$ cat config.mk
export PLATFORM = sky130hd
export DESIGN_NAME = bbe_divider
export DESIGN_NICKNAME = d
export VERILOG_FILES = /design/src/sv/bbe_pkg.sv /design/src/sv/bbe_divider.sv
export SDC_FILE = /design/constraint.sdc
export NUM_CORES = 1
export LEC_CHECK = 0
export BUFFER_PORTS_ARGS = -buffer_cell sky130_fd_sc_hd__buf_2
export CAP_MARGIN = 20
export CORE_UTILIZATION = 45
export DETAILED_ROUTE_END_ITERATION = 16
export PLACE_DENSITY_LB_ADDON = 0.12
export SLEW_MARGIN = 20
export SYNTH_ARGS = -nofsm -noshare
export SYNTH_HDL_FRONTEND = slang
export SYNTH_SLANG_ARGS = --single-unit
$ cat constraint.sdc
create_clock -name clk -period 7.2 [get_ports clk]
set_input_delay 1.08 -clock clk [delete_from_list [all_inputs] [get_ports clk]]
set_output_delay 1.08 -clock clk [all_outputs]
set_load 0.05 [all_outputs]
$ cat src/sv/bbe_pkg.sv
// Shared types and constants for the B-spline basis evaluator.
package bbe_pkg;

    localparam int FRAC_BITS  = 30;
    localparam int VAL_W      = 31;
    localparam int IDX_W      = 6;
    localparam int DEG_W      = 3;
    localparam int KNOT_DEPTH = 64;
    localparam int DIFF_W     = 32;
    localparam int DEN_W      = 33;

    localparam logic [VAL_W-1:0] Q_ONE   = VAL_W'(1) << FRAC_BITS;
    localparam logic [VAL_W-1:0] VAL_MAX = {VAL_W{1'b1}};

    localparam logic OP_LOAD = 1'b0;
    localparam logic OP_EVAL = 1'b1;

    localparam logic REG_DEGREE = 1'b0;
    localparam logic REG_COUNT  = 1'b1;

    typedef struct packed {
        logic                    start;
        logic [VAL_W-1:0]        basis;
        logic signed [DEN_W-1:0] den;
    } div_req_t;

    typedef struct packed {
        logic                     busy;
        logic                     done;
        logic signed [DIFF_W-1:0] quot;
    } div_rsp_t;

endpackage

$ cat src/sv/bbe_divider.sv
// Radix-2 restoring divider giving (basis << 30) / den, truncated and saturated to 32 bits.
module bbe_divider (
    input  logic              clk,
    input  logic              rst_n,
    input  bbe_pkg::div_req_t req,
    output bbe_pkg::div_rsp_t rsp
);
    import bbe_pkg::*;

    logic [DEN_W-1:0]  mag;
    logic [DEN_W-1:0]  hi;
    logic [DEN_W:0]    trial;
    logic              ge;
    logic [31:0]       q_new;
    logic [DEN_W-1:0]  rem_reg;
    logic [31:0]       lo_reg;
    logic [31:0]       q_reg;
    logic [DEN_W-1:0]  mag_reg;
    logic              neg_reg;
    logic [4:0]        cnt_reg;
    logic              busy_reg;
    logic              done_reg;
    logic signed [31:0] quot_reg;

    assign mag   = req.den[DEN_W-1] ? DEN_W'(-req.den) : DEN_W'(req.den);
    assign hi    = DEN_W'(req.basis[VAL_W-1:2]);
    assign trial = {rem_reg, lo_reg[31]};
    assign ge    = trial >= {1'b0, mag_reg};
    assign q_new = {q_reg[30:0], ge};

    always_ff @(posedge clk or negedge rst_n) begin
        if (!rst_n) begin
            busy_reg <= 1'b0;
            done_reg <= 1'b0;
            cnt_reg  <= '0;
        end
        else begin
            done_reg <= 1'b0;
            if (req.start) begin
                neg_reg <= req.den[DEN_W-1];
                mag_reg <= mag;
                if (hi >= mag) begin
                    quot_reg <= req.den[DEN_W-1] ? 32'sh8000_0000 : 32'sh7FFF_FFFF;
                    done_reg <= 1'b1;
                end
                else begin
                    rem_reg  <= hi;
                    lo_reg   <= {req.basis[1:0], 30'b0};
                    q_reg    <= '0;
                    cnt_reg  <= '0;
                    busy_reg <= 1'b1;
                end
            end
            else if (busy_reg) begin
                rem_reg <= ge ? DEN_W'(trial - {1'b0, mag_reg}) : trial[DEN_W-1:0];
                lo_reg  <= {lo_reg[30:0], 1'b0};
                q_reg   <= q_new;
                cnt_reg <= cnt_reg + 5'd1;
                if (cnt_reg == 5'd31) begin
                    busy_reg <= 1'b0;
                    done_reg <= 1'b1;
                    if (neg_reg) begin
                        quot_reg <= (q_new > 32'h8000_0000) ? 32'sh8000_0000 : -$signed(q_new);
                    end
                    else begin
                        quot_reg <= q_new[31] ? 32'sh7FFF_FFFF : $signed(q_new);
                    end
                end
            end
        end
    end

    assign rsp.busy = busy_reg;
    assign rsp.done = done_reg;
    assign rsp.quot = quot_reg;

endmodule

## Word level (Yosys, flattened, before mapping)

Index checks and enable logic that the tools add are counted.

| word-level totals | value |
|---|---|
| register bits after elaboration | 169 |
| output and inout port bits | 34 |

| operators by class | value |
|---|---|
| add/subtract/negate cells | 4 |
| multiplexer cells | 30 |
| order comparisons | 3 |
| equal/unequal tests | 3 |
| reduce and logical (&&, ||, !) cells | 6 |

Operators by type and width:

| operator | number |
|---|---|
| two-way mux 32 bit | 10 |
| two-way mux 33 bit | 5 |
| two-way mux 31 bit | 4 |
| >= comparator 34 x 33 -> 1 bit | 1 |
| >= comparator 29 x 33 -> 1 bit | 1 |
| negator 33 bit | 1 |
| subtractor 33 bit | 1 |
| > comparator 32 bit, second input constant | 1 |
| negator 32 bit | 1 |
| two-way mux 5 bit | 3 |
| two-way mux 1 bit | 8 |
| adder 5 x 1 -> 5 bit, second input constant | 1 |
| == test 5 bit, second input constant | 1 |
| AND reduction 2 bit | 2 |
| AND reduction 4 bit | 1 |
| nonzero test 2 bit | 2 |
| AND reduction 3 bit | 1 |
| != test 2 x 1 -> 1 bit, second input constant | 1 |
| != test 2 bit, second input constant | 1 |

## Depth between registers and ports, before layout

| logic depth | value |
|---|---|
| depth in word-level cells | 7 |
| depth in mapped cells | 23 |
| gate-level depth less buffers | 20 |

## Least setup slack after synthesis

No wires, ideal clock.

| timing path | value |
|---|---|
| kind | input -> register |
| from | input port req[6] in the netlist's numbering |
| to | register lo_reg[30] (enable) |
| buffers on the path | 0 |
| data required time | 6.710 ns |
| arrival | 6.525 ns |
| stages | 15 |
| setup slack | 0.185 ns |
| cells stage by stage | or4_1 nor2_1 nand2_1 o31ai_1 xnor2_1 inv_1 ha_1 a21o_1 a21o_1 a21oi_1 o21a_1 o2111ai_1 a21oi_1 nor4_4 nor2_1 |

| between the ends | value |
|---|---|
| longest elaborated chain between the ends | 5 |

RTL lines:

| element | line | text |
|---|---|---|
| start: declaration | bbe_divider.sv:5 | `input bbe_pkg::div_req_t req,` |
| negator 33 bit | bbe_divider.sv:25 | `assign mag = req.den[DEN_W-1] ? DEN_W'(-req.den) : DEN_W'(req.den);` |
| two-way mux 33 bit | bbe_divider.sv:25 |  |
| named net mag[14] | bbe_divider.sv:10 | `logic [DEN_W-1:0] mag;` |
| >= comparator 29 x 33 -> 1 bit | bbe_divider.sv:42 | `if (hi >= mag) begin` |
| != test 2 bit (no source line) | - |  |
| AND reduction 3 bit (no source line) | - |  |
| end signal: assignment | bbe_divider.sv:48 | `lo_reg <= {req.basis[1:0], 30'b0};` |
| end signal: assignment | bbe_divider.sv:56 | `lo_reg <= {lo_reg[30:0], 1'b0};` |
| end: declaration | bbe_divider.sv:16 | `logic [31:0] lo_reg;` |

The timed path passes the listed nets, and every way through them passes these cells.
A chain may end at the register's enable or synchronous reset.

## Final worst setup path

| timing path | value |
|---|---|
| from | input port req[6] in the netlist's numbering |
| to | register quot_reg[9] (enable) |

| between the ends | value |
|---|---|
| longest elaborated chain between the ends | 5 |

RTL lines:

| element | line | text |
|---|---|---|
| negator 33 bit | bbe_divider.sv:25 |  |
| two-way mux 33 bit | bbe_divider.sv:25 |  |
| named net mag[26] | bbe_divider.sv:10 |  |
| >= comparator 29 x 33 -> 1 bit | bbe_divider.sv:42 |  |
| != test 2 x 1 -> 1 bit (no source line) | - |  |
| AND reduction 4 bit (no source line) | - |  |
| end signal: assignment | bbe_divider.sv:43 | `quot_reg <= req.den[DEN_W-1] ? 32'sh8000_0000 : 32'sh7FFF_FFFF;` |
| end signal: assignment | bbe_divider.sv:63 | `quot_reg <= (q_new > 32'h8000_0000) ? 32'sh8000_0000 : -$signed(q_new);` |
| end signal: assignment | bbe_divider.sv:66 | `quot_reg <= q_new[31] ? 32'sh7FFF_FFFF : $signed(q_new);` |
| end: declaration | bbe_divider.sv:23 | `logic signed [31:0] quot_reg;` |

The timed path passes the listed nets, and every way through them passes these cells.

==> impl_metrics.json <==
{
  "fmax_mhz": 181,
  "switching_share_pct": 31.9,
  "synth_top_cell_by_area": "sky130_fd_sc_hd__edfxtp_1",
  "timing.max_slew.rel_slack_pct": 33.2,
  "cts_tree": "yes",
  "setup_viol": 0,
  "final_nets": 1246,
  "crit_path_end_kind": "flip-flop",
  "critical_path.startpoint": "req[6]",
  "numClockSinks": 139,
  "finalHoldViolCount": 0,
  "clockBufferDepth": 2,
  "critical_path_arrival_ps": 5620,
  "detailedPlace.worstSlack_ps": 1240,
  "antenna_violations_before_repair": 0,
  "final_worst_setup_slack_ps": 1660,
  "layout-area-overhead-vs-synth_pct": 13.1,
  "tns_ps": 0,
  "skew_ps": 13.2,
  "synth_largest_type_area_fraction_pct": 40.5,
  "grt_overflow_total": 0,
  "avgSynthCellArea_um2": 9.48,
  "place.port_buffers": 100,
  "drc": 0,
  "postSynth.topFlopCell": "sky130_fd_sc_hd__edfxtp_1",
  "total_power_mw": 2.62,
  "die_area_um2": 22300,
  "finalNonFillerCells": 1400,
  "number_of_global_route_vias_before_repair": 7392,
  "pwr-share-comb_pct": 29.5,
  "place_area_um2": 10500,
  "net-switching-power_mw": 0.835,
  "numCtsBuffers": 17,
  "final.min_clock_period_ps": 5540,
  "area_used_by_multi_input_combinational_logic_um2": 5120,
  "clk_pin_slew_worst_paths_ps": 60,
  "power_frac_seq_pct": 39.1,
  "routedWlPerCell_um": 17.2,
  "worst-path-max-fanout": 32,
  "cts.hold.buffers_added": 0,
  "post_route_cells_drive_above_1_share_pct": 14.6,
  "cp_data_required_time_ps": 7280,
  "grt_max_degree": 67,
  "antenna_viol_nets_final": 0,
  "first_drt_iteration_drcs": 512,
  "globalRouteTotalUtil_pct": 22.3,
  "start_util_pct": 46.2,
  "firstDrtPassIters": 5,
  "coreArea_um2": 21200,
  "ys_ff_latch": 139,
  "netlist_top_cells_count": "sky130_fd_sc_hd__edfxtp_1 (132), sky130_fd_sc_hd__a21oi_1 (88), sky130_fd_sc_hd__inv_1 (86), sky130_fd_sc_hd__nand2_1 (84), sky130_fd_sc_hd__ha_1 (66)",
  "io_pins": 101,
  "post_drt_via_cell_ratio": 5.64,
  "max-cap-violations": 0,
  "cts-resized-gates": 0,
  "dpl.cell_count": 1368,
  "yosysWarnings": 0,
  "drt-total-wl_mm": 24.0,
  "cts_post_setup_buffers_inserted": 0,
  "synth_seq_area_share_pct": 42.3,
  "cts_root_buf": "sky130_fd_sc_hd__clkbuf_16",
  "netlist_top_cells_area": "sky130_fd_sc_hd__edfxtp_1 (41%), sky130_fd_sc_hd__ha_1 (8.4%), sky130_fd_sc_hd__a21oi_1 (4.5%)",
  "worst_setup_path_start_kind": "input pin",
  "worst_r2r_startpoint": "rem_reg[6]$_DFFE_PP_",
  "syn-num-nets": 1165,
  "antenna_cells": 0,
  "power.leakage_nw": 4.48,
  "worst_r2r_path_depth": 17,
  "cell_area_after_synthesis_um2": 9780,
  "fill_cells": 1947,
  "synthesis.instances": 1031,
  "wire_length_of_the_first_global_routing_pass_mm": 38.6,
  "final-seq-area_um2": 4140,
  "power_density_nw_per_um2": 237,
  "min_path_type": "input pin to async pin",
  "max_slew.worst_pin.slew_ps": 1000,
  "finalInstanceArea_um2": 11100,
  "criticalPathCategory": "input pin to flip-flop",
  "clk_latency_ps": 420,
  "number_of_distinct_library_cell_variants_in_the_gate_level_netlist_after_synthesis": 76,
  "floorplan.die.width_um": 149,
  "internal-power_mw": 1.79,
  "setup_repair_after_global_routing_missed_its_margin": "no",
  "vdd_drop_max_uv": 157,
  "htree_levels": 4,
  "min_period_over_period_pct": 76.9,
  "fp.dieH_um": 149,
  "synth.most_common_cell": "sky130_fd_sc_hd__edfxtp_1",
  "maxSlewViolCount": 0,
  "finalWeightedCongestion": 0.808,
  "synth_enable_flop_cells": 132,
  "proportion_of_power_drawn_by_the_clock_network_pct": 31.4,
  "detailroute.via_count": 7889,
  "synth_async_sr_flop_share_pct": 5.04,
  "rows": 53,
  "status": "finished clean",
  "dp.final_hpwl_mm": 17.4
}
## metrics by stage
step	hold WS (ps)	util, %
floorplan	477	-
global placement	514	49.7
detailed placement	505	49.7
CTS	487	52.3
global route	499	52.3
finish	499	52.3
## layout make-up
| class | count | share of cell area, % |
|---|---|---|
| clock buffer | 25 | 4.39 |
| clock inverter | 7 | 0.589 |
| inverter | 87 | 2.95 |
| multi-input combinational | 757 | 46.3 |
| sequential | 139 | 37.4 |
| tap | 275 | 3.11 |
| timing repair buffer | 110 | 5.21 |
## power groups by stage
stage / sequential, mW / clock, mW / combinational [mW]
finish: 1.02 / 0.824 / 0.773
global route: 1.03 / 0.872 / 0.862
CTS: 1.02 / 0.842 / 0.771
detailed placement: 1.04 / 0 / 0.762
global placement: 1.04 / 0 / 0.757
floorplan: 1.03 / 0 / 0.577
## layout by cell type, fill, tap and decap left out, types with 5 or more instances in the layout
| cell type | netlist | final |
|---|---|---|
| sky130_fd_sc_hd__a211oi_1 | 16 | 16 |
| sky130_fd_sc_hd__edfxtp_1 | 132 | 132 |
| sky130_fd_sc_hd__xor2_1 | 26 | 26 |
| sky130_fd_sc_hd__buf_4 | 3 | 10 |
| sky130_fd_sc_hd__nor2_1 | 65 | 63 |
| sky130_fd_sc_hd__o21bai_1 | 5 | 5 |
| sky130_fd_sc_hd__nand2b_1 | 9 | 9 |
| sky130_fd_sc_hd__a31oi_1 | 14 | 14 |
| sky130_fd_sc_hd__nand4_1 | 14 | 14 |
| sky130_fd_sc_hd__xnor2_1 | 35 | 35 |
| sky130_fd_sc_hd__nor2b_1 | 34 | 34 |
| sky130_fd_sc_hd__o21ai_1 | 18 | 18 |
| sky130_fd_sc_hd__nor4_1 | 11 | 11 |
| sky130_fd_sc_hd__clkbuf_16 | 0 | 17 |
| sky130_fd_sc_hd__nor3_1 | 22 | 22 |
| sky130_fd_sc_hd__and3_1 | 9 | 9 |
| sky130_fd_sc_hd__o31ai_1 | 13 | 13 |
| sky130_fd_sc_hd__clkbuf_1 | 33 | 5 |
| sky130_fd_sc_hd__nand2_1 | 84 | 84 |
| sky130_fd_sc_hd__o41ai_1 | 9 | 9 |
| sky130_fd_sc_hd__o211ai_1 | 14 | 14 |
| sky130_fd_sc_hd__mux2_2 | 11 | 11 |
| sky130_fd_sc_hd__or4_1 | 5 | 5 |
| sky130_fd_sc_hd__nand3_1 | 27 | 27 |
| sky130_fd_sc_hd__inv_1 | 86 | 86 |
| sky130_fd_sc_hd__ha_1 | 66 | 66 |
| sky130_fd_sc_hd__o21a_1 | 12 | 12 |
| sky130_fd_sc_hd__a21o_1 | 24 | 24 |
| sky130_fd_sc_hd__a21oi_1 | 88 | 88 |
| sky130_fd_sc_hd__dfrtp_1 | 7 | 7 |
| sky130_fd_sc_hd__buf_2 | 7 | 100 |
| sky130_fd_sc_hd__a221o_1 | 5 | 5 |
| sky130_fd_sc_hd__o21ai_0 | 43 | 43 |
## worst paths after layout
path                                          endpoint  slack (ps)
worst max-delay path             quot_reg[9]$_DFFE_PP_        1660
worst min register to register  cnt_reg[4]$_DFFE_PN0P_         520
min in group clk                cnt_reg[4]$_DFFE_PN0P_         520
worst max register to register   quot_reg[9]$_DFFE_PP_        1840
worst min-delay path            cnt_reg[2]$_DFFE_PN0P_         500
max in group asynchronous         busy_reg$_DFFE_PN0P_        6520
## routing by layer
layer	global-route usage [%]	wire length (um)	up-vias
met4	7.76	378	0
li1	-	-	3976
met1	30.9	11600	3683
met5	0	0	-
met3	2.66	1080	20
met2	35.9	11000	210
## cell families after synthesis
kind of cell	after synthesis	synth area share (%)
buffers and inverters	135	5.39
and+or+nand+nor	315	16.7
DFF	139	42.3
muxes	15	1.68
adders and majority gates	67	8.65
xor gates and xnor gates	61	5.47
AOI/OAI and AO/OA	299	19.8
## worst max-delay path, stage by stage
cell,delay (ps)
sky130_fd_sc_hd__buf_2,120
sky130_fd_sc_hd__or4_1,610
sky130_fd_sc_hd__nor2_1,360
sky130_fd_sc_hd__nand3_1,190
sky130_fd_sc_hd__o31ai_1,270
sky130_fd_sc_hd__xnor2_1,180
sky130_fd_sc_hd__inv_1,70
sky130_fd_sc_hd__ha_1,290
sky130_fd_sc_hd__nand4_1,130
sky130_fd_sc_hd__nor4_1,250
sky130_fd_sc_hd__nand2_1,100
sky130_fd_sc_hd__nor4_1,290
sky130_fd_sc_hd__nor2b_1,90
sky130_fd_sc_hd__a2111o_1,400
sky130_fd_sc_hd__nor4_4,550
sky130_fd_sc_hd__a21oi_1,150
sky130_fd_sc_hd__nor2_2,120
sky130_fd_sc_hd__buf_4,350
Power figures use the tool's default switching activity.
